`config.mk`:
```
export PLATFORM = sky130hd
export DESIGN_NAME = grid_neighbor_list_generator
export DESIGN_NICKNAME = d
export VERILOG_FILES = /design/src/rtl/gnl_pkg.sv /design/src/rtl/grid_neighbor_list_generator.sv /design/src/rtl/gnl_front.sv /design/src/rtl/gnl_queue.sv /design/src/rtl/gnl_back.sv
export SDC_FILE = /design/constraint.sdc
export NUM_CORES = 1
export LEC_CHECK = 0
export BUFFER_PORTS_ARGS = -buffer_cell sky130_fd_sc_hd__buf_2
export CAP_MARGIN = 10
export CELL_PAD_IN_SITES_DETAIL_PLACEMENT = 0
export CELL_PAD_IN_SITES_GLOBAL_PLACEMENT = 1
export CORE_MARGIN = 4
export CORE_UTILIZATION = 40
export CTS_BUF_LIST = sky130_fd_sc_hd__clkbuf_2 sky130_fd_sc_hd__clkbuf_4 sky130_fd_sc_hd__clkbuf_8
export CTS_CLUSTER_DIAMETER = 40
export DETAILED_ROUTE_END_ITERATION = 7
export PLACE_DENSITY = 0.7
export SYNTH_ARGS = -nofsm -noshare
export SYNTH_HDL_FRONTEND = slang
export SYNTH_SLANG_ARGS = --single-unit
```
`constraint.sdc`:
```
create_clock -name clock -period 16 [get_ports clock]
set_input_delay 4 -clock clock [delete_from_list [all_inputs] [get_ports clock]]
set_output_delay 4 -clock clock [all_outputs]
set_load 0.005 [all_outputs]
```
`src/rtl/gnl_pkg.sv`:
```
`default_nettype none
// ----------------------------------------------------------------------------
// Grid neighbor list package
// Shared widths, codes, the site descriptor and the stencil tables.
// ----------------------------------------------------------------------------
package gnl_pkg;

   localparam int SITE_W            = 16;
   localparam int LINK_W            = 20;
   localparam int COUNT_W           = 4;
   localparam int CODE_W            = 4;
   localparam int MAX_ENTRIES       = 9;
   localparam int MODE_W            = 2;
   localparam int DIM_W             = 9;
   localparam int CSR_ADDR_W        = 2;
   localparam int CSR_DATA_W        = 9;
   localparam int REQ_DATA_W        = 8;
   localparam int RSP_DATA_W        = 56;
   localparam int RSP_USER_W        = 2;
   localparam int QUEUE_DEPTH       = 2;
   localparam int DEF_MAX_LENGTH    = 256;
   localparam int DEF_MAX_THICKNESS = 256;

   localparam logic [CSR_ADDR_W-1:0] CSR_MODE      = 2'd0;
   localparam logic [CSR_ADDR_W-1:0] CSR_LENGTH    = 2'd1;
   localparam logic [CSR_ADDR_W-1:0] CSR_THICKNESS = 2'd2;

   localparam logic [CODE_W-1:0] CODE_UP_X = 4'd6;
   localparam logic [CODE_W-1:0] CODE_MID_X = 4'd3;

   typedef enum logic [1:0] {
      STENCIL_CHAIN  = 2'd0,
      STENCIL_SQUARE = 2'd1,
      STENCIL_CROSS  = 2'd2
   } stencil_type;

   typedef enum logic [1:0] {
      EDGE_LOW  = 2'd0,
      EDGE_MID  = 2'd1,
      EDGE_HIGH = 2'd2
   } edge_type;

   typedef logic [0:MAX_ENTRIES-1][CODE_W-1:0] code_list_type;

   typedef struct packed {
      logic [SITE_W-1:0]  site;
      logic [SITE_W-1:0]  thickness;
      logic [LINK_W-1:0]  offset;
      stencil_type        stencil;
      edge_type           row_edge;
      edge_type           col_edge;
      logic [COUNT_W-1:0] count;
      logic               done;
      logic               error;
   } site_desc_type;

   // Entry code is (dx+1)*3 + (dy+1); the first entry sits in the top nibble.
   function automatic code_list_type stencil_codes(stencil_type s, edge_type r, edge_type c);
      code_list_type codes;
      codes = '0;
      unique case (s)
         STENCIL_SQUARE: begin
            unique case ({r, c})
               {EDGE_LOW,  EDGE_LOW}:  codes = 36'h457800000;
               {EDGE_LOW,  EDGE_MID}:  codes = 36'h457182000;
               {EDGE_LOW,  EDGE_HIGH}: codes = 36'h451200000;
               {EDGE_MID,  EDGE_LOW}:  codes = 36'h453786000;
               {EDGE_MID,  EDGE_MID}:  codes = 36'h453786120;
               {EDGE_MID,  EDGE_HIGH}: codes = 36'h453120000;
               {EDGE_HIGH, EDGE_LOW}:  codes = 36'h437600000;
               {EDGE_HIGH, EDGE_MID}:  codes = 36'h437610000;
               {EDGE_HIGH, EDGE_HIGH}: codes = 36'h431000000;
               default:                codes = '0;
            endcase
         end
         STENCIL_CROSS: begin
            unique case ({r, c})
               {EDGE_LOW,  EDGE_LOW}:  codes = 36'h457000000;
               {EDGE_LOW,  EDGE_MID}:  codes = 36'h457100000;
               {EDGE_LOW,  EDGE_HIGH}: codes = 36'h451000000;
               {EDGE_MID,  EDGE_LOW}:  codes = 36'h453700000;
               {EDGE_MID,  EDGE_MID}:  codes = 36'h453710000;
               {EDGE_MID,  EDGE_HIGH}: codes = 36'h453100000;
               {EDGE_HIGH, EDGE_LOW}:  codes = 36'h437000000;
               {EDGE_HIGH, EDGE_MID}:  codes = 36'h437100000;
               {EDGE_HIGH, EDGE_HIGH}: codes = 36'h431000000;
               default:                codes = '0;
            endcase
         end
         default: begin
            unique case (c)
               EDGE_LOW:  codes = 36'h470000000;
               EDGE_MID:  codes = 36'h147000000;
               EDGE_HIGH: codes = 36'h140000000;
               default:   codes = '0;
            endcase
         end
      endcase
      return codes;
   endfunction

   function automatic logic [COUNT_W-1:0] entry_count(stencil_type s, edge_type r, edge_type c);
      logic [COUNT_W-1:0] rn;
      logic [COUNT_W-1:0] cn;
      logic [COUNT_W-1:0] n;
      rn = (r == EDGE_MID) ? 4'd3 : 4'd2;
      cn = (c == EDGE_MID) ? 4'd3 : 4'd2;
      unique case (s)
         STENCIL_SQUARE: n = (rn == 4'd3) ? (cn + cn + cn) : (cn + cn);
         STENCIL_CROSS:  n = rn + cn - 4'd1;
         default:        n = cn;
      endcase
      return n;
   endfunction

endpackage
`default_nettype wire

```
`src/rtl/grid_neighbor_list_generator.sv`:
```
`default_nettype none
// ----------------------------------------------------------------------------
// Grid neighbor list generator
// Walks a chain or a rectangular grid and streams each site's neighbor list.
// ----------------------------------------------------------------------------
// Each request beat yields the neighbor list of the next site in row-major
// construction order, one response beat per entry: two or three entries on a
// chain, three to five on the cross stencil, four to nine on the square
// stencil, and a lone beat for a dimension error. The back end emits one
// entry per cycle into its output register while the response side is ready.
// The front end classifies a site in the cycle it is accepted and can run up
// to two sites ahead through the descriptor queue, so a request is taken
// while earlier lists still drain.
// Configuration must only be written while no list is outstanding.
// ----------------------------------------------------------------------------
module grid_neighbor_list_generator
   import gnl_pkg::*;
#(
   parameter int MAX_LENGTH    = DEF_MAX_LENGTH,
   parameter int MAX_THICKNESS = DEF_MAX_THICKNESS
) (
   input  wire logic                  clock,
   input  wire logic                  reset,
   input  wire logic                  csr_we,
   input  wire logic [CSR_ADDR_W-1:0] csr_addr,
   input  wire logic [CSR_DATA_W-1:0] csr_wdata,
   input  wire logic                  req_tvalid,
   output      logic                  req_tready,
   // Bit 0 restart, bits 7:1 zero.
   input  wire logic [REQ_DATA_W-1:0] req_tdata,
   output      logic                  rsp_tvalid,
   input  wire logic                  rsp_tready,
   // Bits 15:0 site, 31:16 neighbor, 51:32 link_position, 55:52 neighbor_count.
   output      logic [RSP_DATA_W-1:0] rsp_tdata,
   output      logic                  rsp_tlast,
   // Bit 0 grid_done, bit 1 dimension_error.
   output      logic [RSP_USER_W-1:0] rsp_tuser
);

   logic          push_valid;
   logic          push_ready;
   site_desc_type push_desc;
   logic          pop_valid;
   logic          pop_ready;
   site_desc_type pop_desc;

   gnl_front #(
      .MAX_LENGTH    (MAX_LENGTH),
      .MAX_THICKNESS (MAX_THICKNESS)
   ) u_front (
      .clock       (clock),
      .reset       (reset),
      .csr_we      (csr_we),
      .csr_addr    (csr_addr),
      .csr_wdata   (csr_wdata),
      .req_valid   (req_tvalid),
      .req_restart (req_tdata[0]),
      .push_valid  (push_valid),
      .push_ready  (push_ready),
      .push_desc   (push_desc)
   );

   gnl_queue u_queue (
      .clock      (clock),
      .reset      (reset),
      .push_valid (push_valid),
      .push_ready (push_ready),
      .push_desc  (push_desc),
      .pop_valid  (pop_valid),
      .pop_ready  (pop_ready),
      .pop_desc   (pop_desc)
   );

   gnl_back u_back (
      .clock      (clock),
      .reset      (reset),
      .pop_valid  (pop_valid),
      .pop_ready  (pop_ready),
      .pop_desc   (pop_desc),
      .rsp_tvalid (rsp_tvalid),
      .rsp_tready (rsp_tready),
      .rsp_tdata  (rsp_tdata),
      .rsp_tlast  (rsp_tlast),
      .rsp_tuser  (rsp_tuser)
   );

   assign req_tready = push_ready;

   a_reset_idle: assert property (@(posedge clock)
      reset |=> !rsp_tvalid)
      else $error("response valid right after reset");

   a_error_beat: assert property (@(posedge clock) disable iff (reset)
      rsp_tvalid && rsp_tuser[1] |-> !rsp_tlast && rsp_tdata == '0 && !rsp_tuser[0])
      else $error("dimension error beat is not a lone zero beat");

   a_count_range: assert property (@(posedge clock) disable iff (reset)
      rsp_tvalid && !rsp_tuser[1] |->
         rsp_tdata[55:52] >= 4'd2 && rsp_tdata[55:52] <= 4'd9)
      else $error("neighbor count out of range");

   a_queue_order: assert property (@(posedge clock) disable iff (reset)
      pop_ready |-> pop_valid && (rsp_tready || !rsp_tvalid))
      else $error("descriptor retired without an output slot");

endmodule
`default_nettype wire

```
`src/rtl/gnl_front.sv`:
```
`default_nettype none
// ----------------------------------------------------------------------------
// Grid neighbor list front end
// Holds the configuration and the walk cursor, classifies each requested
// site and hands a descriptor of it to the queue.
// ----------------------------------------------------------------------------
module gnl_front
   import gnl_pkg::*;
#(
   parameter int MAX_LENGTH    = DEF_MAX_LENGTH,
   parameter int MAX_THICKNESS = DEF_MAX_THICKNESS
) (
   input  wire logic                  clock,
   input  wire logic                  reset,
   input  wire logic                  csr_we,
   input  wire logic [CSR_ADDR_W-1:0] csr_addr,
   input  wire logic [CSR_DATA_W-1:0] csr_wdata,
   input  wire logic                  req_valid,
   input  wire logic                  req_restart,
   output      logic                  push_valid,
   input  wire logic                  push_ready,
   output      site_desc_type         push_desc
);

   localparam int LEN_W  = $clog2(MAX_LENGTH + 1);
   localparam int THK_W  = $clog2(MAX_THICKNESS + 1);
   localparam int X_W    = $clog2(MAX_LENGTH);
   localparam int Y_W    = $clog2(MAX_THICKNESS);
   localparam int CMP_LW = (LEN_W > DIM_W) ? LEN_W : DIM_W;
   localparam int CMP_TW = (THK_W > DIM_W) ? THK_W : DIM_W;
   localparam int PROD_W = X_W + THK_W + 1;

   logic [MODE_W-1:0] mode_ff;
   logic [DIM_W-1:0]  length_ff;
   logic [DIM_W-1:0]  thickness_ff;

   logic [X_W-1:0]    cursor_x_ff, cursor_x_in;
   logic [Y_W-1:0]    cursor_y_ff, cursor_y_in;
   logic [LINK_W-1:0] offset_ff, offset_in;

   stencil_type        stencil;
   logic [CMP_LW-1:0]  length_ext;
   logic [CMP_TW-1:0]  thickness_ext;
   logic [LEN_W-1:0]   len;
   logic [THK_W-1:0]   thk_sat;
   logic [THK_W-1:0]   thk;
   logic [X_W-1:0]     cx0, cx;
   logic [Y_W-1:0]     cy0, cy;
   logic [LINK_W-1:0]  off0, off;
   logic               dim_err;
   logic               outside;
   logic               cx_last;
   logic               cy_last;
   edge_type           row_edge;
   edge_type           col_edge;
   logic [PROD_W-1:0]  site_full;
   logic [COUNT_W-1:0] count;
   logic               accept;

   always_ff @(posedge clock) begin
      if (reset) begin
         mode_ff      <= MODE_W'(STENCIL_CHAIN);
         length_ff    <= DIM_W'(2);
         thickness_ff <= DIM_W'(2);
      end else if (csr_we) begin
         unique case (csr_addr)
            CSR_MODE:      mode_ff      <= csr_wdata[MODE_W-1:0];
            CSR_LENGTH:    length_ff    <= csr_wdata[DIM_W-1:0];
            CSR_THICKNESS: thickness_ff <= csr_wdata[DIM_W-1:0];
            default:       ;
         endcase
      end
   end

   always_comb begin
      unique case (mode_ff)
         STENCIL_SQUARE: stencil = STENCIL_SQUARE;
         STENCIL_CROSS:  stencil = STENCIL_CROSS;
         default:        stencil = STENCIL_CHAIN;
      endcase

      length_ext    = CMP_LW'(length_ff);
      thickness_ext = CMP_TW'(thickness_ff);
      len     = (length_ext > CMP_LW'(MAX_LENGTH)) ? LEN_W'(MAX_LENGTH) : LEN_W'(length_ext);
      thk_sat = (thickness_ext > CMP_TW'(MAX_THICKNESS)) ?
                THK_W'(MAX_THICKNESS) : THK_W'(thickness_ext);
      thk     = (stencil == STENCIL_CHAIN) ? THK_W'(1) : thk_sat;

      cx0  = req_restart ? '0 : cursor_x_ff;
      cy0  = req_restart ? '0 : cursor_y_ff;
      off0 = req_restart ? '0 : offset_ff;

      dim_err = (len < LEN_W'(2)) || ((stencil != STENCIL_CHAIN) && (thk < THK_W'(2)));
      outside = (LEN_W'(cx0) >= len) || (THK_W'(cy0) >= thk);
      cx  = outside ? '0 : cx0;
      cy  = outside ? '0 : cy0;
      off = outside ? '0 : off0;

      cx_last = (LEN_W'(cx) + LEN_W'(1)) == len;
      cy_last = (THK_W'(cy) + THK_W'(1)) == thk;

      if (cx == '0) begin
         col_edge = EDGE_LOW;
      end else if (cx_last) begin
         col_edge = EDGE_HIGH;
      end else begin
         col_edge = EDGE_MID;
      end
      if (stencil == STENCIL_CHAIN || cy == '0) begin
         row_edge = EDGE_LOW;
      end else if (cy_last) begin
         row_edge = EDGE_HIGH;
      end else begin
         row_edge = EDGE_MID;
      end

      site_full = PROD_W'(cx) * PROD_W'(thk) + PROD_W'(cy);
      count     = entry_count(stencil, row_edge, col_edge);

      push_desc = '0;
      if (dim_err) begin
         push_desc.error = 1'b1;
      end else begin
         push_desc.site      = SITE_W'(site_full);
         push_desc.thickness = SITE_W'(thk);
         push_desc.offset    = off;
         push_desc.stencil   = stencil;
         push_desc.row_edge  = row_edge;
         push_desc.col_edge  = col_edge;
         push_desc.count     = count;
         push_desc.done      = cx_last && cy_last;
      end
      push_valid = req_valid;
      accept     = req_valid && push_ready;

      cursor_x_in = cursor_x_ff;
      cursor_y_in = cursor_y_ff;
      offset_in   = offset_ff;
      if (accept) begin
         if (dim_err) begin
            cursor_x_in = cx0;
            cursor_y_in = cy0;
            offset_in   = off0;
         end else if (cx_last && cy_last) begin
            cursor_x_in = '0;
            cursor_y_in = '0;
            offset_in   = '0;
         end else begin
            offset_in = off + LINK_W'(count);
            if (cx_last) begin
               cursor_x_in = '0;
               cursor_y_in = cy + Y_W'(1);
            end else begin
               cursor_x_in = cx + X_W'(1);
               cursor_y_in = cy;
            end
         end
      end
   end

   always_ff @(posedge clock) begin
      if (reset) begin
         cursor_x_ff <= '0;
         cursor_y_ff <= '0;
         offset_ff   <= '0;
      end else begin
         cursor_x_ff <= cursor_x_in;
         cursor_y_ff <= cursor_y_in;
         offset_ff   <= offset_in;
      end
   end

endmodule
`default_nettype wire

```
`src/rtl/gnl_queue.sv`:
```
`default_nettype none
// ----------------------------------------------------------------------------
// Grid neighbor list descriptor queue
// A short first-in first-out buffer of site descriptors between the front
// and back ends.
// ----------------------------------------------------------------------------
module gnl_queue
   import gnl_pkg::*;
(
   input  wire logic          clock,
   input  wire logic          reset,
   input  wire logic          push_valid,
   output      logic          push_ready,
   input  wire site_desc_type push_desc,
   output      logic          pop_valid,
   input  wire logic          pop_ready,
   output      site_desc_type pop_desc
);

   localparam int IDX_W = (QUEUE_DEPTH > 1) ? $clog2(QUEUE_DEPTH) : 1;
   localparam int CNT_W = $clog2(QUEUE_DEPTH + 1);

   site_desc_type     entry_ff [QUEUE_DEPTH];
   logic [IDX_W-1:0]  wr_ptr_ff, wr_ptr_in;
   logic [IDX_W-1:0]  rd_ptr_ff, rd_ptr_in;
   logic [CNT_W-1:0]  fill_ff, fill_in;
   logic              push;
   logic              pop;

   always_comb begin
      push_ready = fill_ff != CNT_W'(QUEUE_DEPTH);
      pop_valid  = fill_ff != '0;
      pop_desc   = entry_ff[rd_ptr_ff];
      push       = push_valid && push_ready;
      pop        = pop_valid && pop_ready;

      wr_ptr_in = wr_ptr_ff;
      rd_ptr_in = rd_ptr_ff;
      if (push) begin
         wr_ptr_in = (wr_ptr_ff == IDX_W'(QUEUE_DEPTH - 1)) ? '0 : wr_ptr_ff + IDX_W'(1);
      end
      if (pop) begin
         rd_ptr_in = (rd_ptr_ff == IDX_W'(QUEUE_DEPTH - 1)) ? '0 : rd_ptr_ff + IDX_W'(1);
      end
      fill_in = fill_ff + CNT_W'(push) - CNT_W'(pop);
   end

   always_ff @(posedge clock) begin
      if (push) begin
         entry_ff[wr_ptr_ff] <= push_desc;
      end
   end

   always_ff @(posedge clock) begin
      if (reset) begin
         wr_ptr_ff <= '0;
         rd_ptr_ff <= '0;
         fill_ff   <= '0;
      end else begin
         wr_ptr_ff <= wr_ptr_in;
         rd_ptr_ff <= rd_ptr_in;
         fill_ff   <= fill_in;
      end
   end

endmodule
`default_nettype wire

```
`src/rtl/gnl_back.sv`:
```
`default_nettype none
// ----------------------------------------------------------------------------
// Grid neighbor list back end
// Expands the queue head descriptor into one result beat per neighbor entry
// or one error beat, and holds each beat in the output register.
// ----------------------------------------------------------------------------
module gnl_back
   import gnl_pkg::*;
(
   input  wire logic                  clock,
   input  wire logic                  reset,
   input  wire logic                  pop_valid,
   output      logic                  pop_ready,
   input  wire site_desc_type         pop_desc,
   output      logic                  rsp_tvalid,
   input  wire logic                  rsp_tready,
   output      logic [RSP_DATA_W-1:0] rsp_tdata,
   output      logic                  rsp_tlast,
   output      logic [RSP_USER_W-1:0] rsp_tuser
);

   logic [COUNT_W-1:0] beat_ff, beat_in;
   logic               valid_ff, valid_in;
   logic [SITE_W-1:0]  site_ff;
   logic [SITE_W-1:0]  neighbor_ff, neighbor_in;
   logic [LINK_W-1:0]  link_ff;
   logic [COUNT_W-1:0] count_ff;
   logic               last_ff, last_in;
   logic               done_ff;
   logic               error_ff;

   code_list_type      codes;
   logic [CODE_W-1:0]  code;
   logic [CODE_W-1:0]  dy;
   logic               advance;

   always_comb begin
      codes = stencil_codes(pop_desc.stencil, pop_desc.row_edge, pop_desc.col_edge);
      code  = codes[beat_ff];

      neighbor_in = pop_desc.site;
      if (code >= CODE_UP_X) begin
         neighbor_in = neighbor_in + pop_desc.thickness;
         dy          = code - CODE_UP_X;
      end else if (code >= CODE_MID_X) begin
         dy = code - CODE_MID_X;
      end else begin
         neighbor_in = neighbor_in - pop_desc.thickness;
         dy          = code;
      end
      if (dy == CODE_W'(2)) begin
         neighbor_in = neighbor_in + SITE_W'(1);
      end else if (dy == '0) begin
         neighbor_in = neighbor_in - SITE_W'(1);
      end

      last_in   = pop_desc.error || ((beat_ff + COUNT_W'(1)) == pop_desc.count);
      advance   = pop_valid && (!valid_ff || rsp_tready);
      pop_ready = advance && last_in;

      beat_in = beat_ff;
      if (advance) begin
         beat_in = last_in ? '0 : beat_ff + COUNT_W'(1);
      end
      valid_in = advance || (valid_ff && !rsp_tready);
   end

   always_ff @(posedge clock) begin
      if (reset) begin
         beat_ff  <= '0;
         valid_ff <= 1'b0;
      end else begin
         beat_ff  <= beat_in;
         valid_ff <= valid_in;
      end
   end

   always_ff @(posedge clock) begin
      if (advance) begin
         error_ff <= pop_desc.error;
         if (pop_desc.error) begin
            last_ff     <= 1'b0;
            site_ff     <= '0;
            neighbor_ff <= '0;
            link_ff     <= '0;
            count_ff    <= '0;
            done_ff     <= 1'b0;
         end else begin
            last_ff     <= last_in;
            site_ff     <= pop_desc.site;
            neighbor_ff <= neighbor_in;
            link_ff     <= pop_desc.offset + LINK_W'(beat_ff);
            count_ff    <= pop_desc.count;
            done_ff     <= pop_desc.done;
         end
      end
   end

   assign rsp_tvalid = valid_ff;
   assign rsp_tdata  = {count_ff, link_ff, neighbor_ff, site_ff};
   assign rsp_tlast  = last_ff;
   assign rsp_tuser  = {error_ff, done_ff};

endmodule
`default_nettype wire

```
==> metrics.txt <==
min Tclk post-route between 10 and 15 ns; # rows 75; Synth Area in Compound Gates 0.125; die area roughly 46000 µm²; Post-Synthesis Cells between 1500 and 2000; grt ovf 0; reg-to-reg endpoint u_front.offset_ff[17]$_SDFFE_PP0P_; placed standard-cell area 17800 µm²; Synth Area in Adders 0.139; Post-Synth XOR/XNOR Area 0.0487; Die Height 214 µm; synthesized area 16900 µm²; Slew headroom 0.350; most used cell, CP nor2_1; mux contribution to synthesized area 0.0561; endpoints failing setup 0; Worst Skew ~0.044 ns; DRT antenna net count 0; first-pass GRT wire length between 60 and 70 mm; hold endpoint u_front.cursor_y_ff[7]$_SDFFE_PP0P_; Flop pwr share 0.296; Top delay family on crit path compound AO/OA/AOI/OAI gates; critical path required time between 15 and 20 ns; worst r2r src u_front.mode_ff[0]$_SDFFE_PP0P_; final instance area approximately 19000 µm²; Core ar. between 40000 and 50000 µm²; Boundary Pins 85; multi-input logic area around 9500 µm²; Synth area leader edfxtp_1; Most used DFF post-synth edfxtp_1; PostCTS Resize Cnt 0; max_cap viols 0; filler cell count in the final layout approximately 4100; final period utilization 0.752; initial antenna violation count 0; post-synthesis register bit count between 200 and 250; clk_lat worst skew just over 0.6 ns; main combinational cell family by area after synthesis simple AND/OR/NAND/NOR gates; Yosys cell types 97; total power a little over 3000 µW; Syn Nets ~1900; most common cell in the netlist nor2_1; vias per cell roughly 5.4; Clk pwr share 0.222; initial detailed-routing violation count 880; top post-synthesis cells by count nor2_1, edfxtp_1, inv_1; CTS H-tree depth 2; Final Hold Viols 0; clk sinks around 240; simple-gate area share of the yosys netlist 0.192; switching share of power 0.418; fin util 0.450; hold-fix buffer count after cts 0; Worst VDD drop between 0.07 and 0.08 mV; EDFF count, synth 173; leakage power total approximately 0.0076 µW; Final Wtd Congestion between 0.8 and 0.9; IO buf count 77; 1st-pass router iterations 5; area growth from synthesis to final layout 11.4%; CTS max path bufs 3; FFs w/ async S/R, synth 0; Max Freq between 80 and 90 MHz; final net count approximately 2000; Yosys top cell area share 0.307; aggregate global-route resource usage 0.187; setup bufs post-CTS 0; WL/cell roughly 18 µm; Reg clk slew, reported paths roughly 0.05 ns; hold crit path type flip-flop to flip-flop; Crit Path Class input pin to flip-flop; crit end category flip-flop; RSZ-0062 raised after global routing false; DRT Wirelength around 43 mm; pins over their slew limit 0; placed wire-length estimate between 30 and 40 mm; leading post-synthesis cells by cell area edfxtp_1, dfxtp_1, ha_1; Seq/Total Area, Yosys 0.385; width of the die 214 µm; CTS tree built; worst path bufs/invs 5; Post-Synthesis Mean Instance Area between 9 and 10 µm²; Worst Path Max Fanout 22; vias post-DR ~13000; PD cells approximately 160 nW/µm²; worst hold path startpoint u_front.cursor_y_ff[7]$_SDFFE_PP0P_; setup total negative slack 0 ns; n_diodes 0; pin count of the biggest net entering global routing 64; Synth warnings 0; Initial Util 0.404; Inserted Clock Buffers 47; Seq. cell area 6520 µm²; reg-to-reg setup timing slack approximately 5.8 ns; worst hold stages 2; Clock Tree Root clkbuf_8; DRC viols 0; slowest cell on the critical path nor2_1; Gate power share 0.482; CP Data Arrival Time 12.50 ns; max incr delay on CP roughly 0.54 ns; Worst setup startpoint req_tdata[0]; reg2reg path depth 36; vias in the first global route roughly 12000; share of layout cells above drive strength 1 0.125; run status complete, no violations; Worst setup SP type input pin; Worst Max-Slew Pin Slew about 0.95 ns; total net switching power between 1000 and 1500 µW; Internal 1790 µW
worst register-to-register path: cells and delay by family (launching register included):
family                     cells  cell delay (ns)
and+or+nand+nor               12             3.40
DFF                            1             0.38
adders and majority gates      5             1.93
muxes                          1             0.39
buffers and inverters          5             0.86
AOI/OAI and AO/OA             11             2.59
xor gates and xnor gates       2             0.53
state kept, by name, summed over array words and instances (netlist names), 2 cells and up, named ones only:
name,count
u_queue.entry_ff,114
u_back.link_ff,20
u_front.offset_ff,20
u_back.neighbor_ff,16
u_back.site_ff,16
u_front.length_ext,9
u_front.thickness_ext,9
u_front.cursor_x_ff,8
u_front.cursor_y_ff,8
u_back.beat_ff,4
u_back.count_ff,4
u_front.mode_ff,2
u_queue.fill_ff,2
how the worst max path moves through the flow:
stage / endpoint / slack, ns / depth (start not counted)
3_3_place_gp: u_front.offset_ff[17]$_SDFFE_PP0P_ / 3.62 / 36
5_1_grt: u_front.offset_ff[17]$_SDFFE_PP0P_ / 3.11 / 35
6_report: u_front.offset_ff[17]$_SDFFE_PP0P_ / 3.97 / 36
4_1_cts: u_front.offset_ff[17]$_SDFFE_PP0P_ / 4.08 / 36
3_5_place_dp: u_front.offset_ff[17]$_SDFFE_PP0P_ / 3.45 / 36
2_1_floorplan: u_front.offset_ff[17]$_SDFFE_PP0P_ / 4.28 / 38
per-stage QoR:
step	std cells	hold slack [ns]	setup WS, ns
floorplan	1768	0.417	4.28
global placement	2320	0.433	3.62
detailed placement	2320	0.437	3.45
CTS	2407	0.457	4.08
global route	2408	0.472	3.11
finish	2408	0.454	3.97
routing by layer:
metal | wire length [µm] | share of wire | vias to the layer above | global-route usage
met5 | 0 | 0 | - | 0
met4 | 1060 | 0.025 | 0 | 0.0516
met3 | 2140 | 0.050 | 70 | 0.0338
met2 | 19200 | 0.45 | 291 | 0.294
met1 | 20300 | 0.48 | 6197 | 0.266
li1 | - | - | 6365 | -
placed cells by master, fill, tap and decap left out, drive strengths merged, types with 11 or more instances in the layout:
| cell type | n |
|---|---|
| xnor2 | 58 |
| dfxtp | 66 |
| nor2b | 33 |
| a21oi | 57 |
| a31oi | 18 |
| nand2b | 32 |
| fa | 53 |
| and2 | 33 |
| mux2i | 76 |
| clkinv | 15 |
| nand2 | 144 |
| ha | 102 |
| a32oi | 11 |
| nand4 | 13 |
| and3 | 34 |
| nand3 | 58 |
| or2 | 11 |
| xor2 | 36 |
| buf | 93 |
| clkbuf | 63 |
| nor2 | 212 |
| mux2 | 15 |
| o21ai | 61 |
| a21o | 14 |
| inv | 155 |
| nor3 | 35 |
| edfxtp | 173 |
| nor4 | 13 |
power groups by stage:
stage	logic, µW	registers, µW	clock network, µW
floorplan	1080	909	0
global placement	1460	918	0
detailed placement	1480	923	0
CTS	1480	912	703
global route	1640	924	731
finish	1480	908	681
cells by family after synthesis:
logic type,count (synthesis)
and+or+nand+nor,661
xor gates and xnor gates,94
muxes,91
buffers and inverters,234
AOI/OAI and AO/OA,293
adders and majority gates,156
DFF,239
area by class of cell:
cell class / count / area share
Clock buffer: 63 / 0.0424
Multi-Input combinational cell: 1295 / 0.504
Sequential cell: 239 / 0.346
Timing Repair Buffer: 93 / 0.0268
Clock inverter: 24 / 0.0140
Inverter: 155 / 0.0309
Tap cell: 539 / 0.0358
Note: power is estimated with default switching activity, not from simulation.
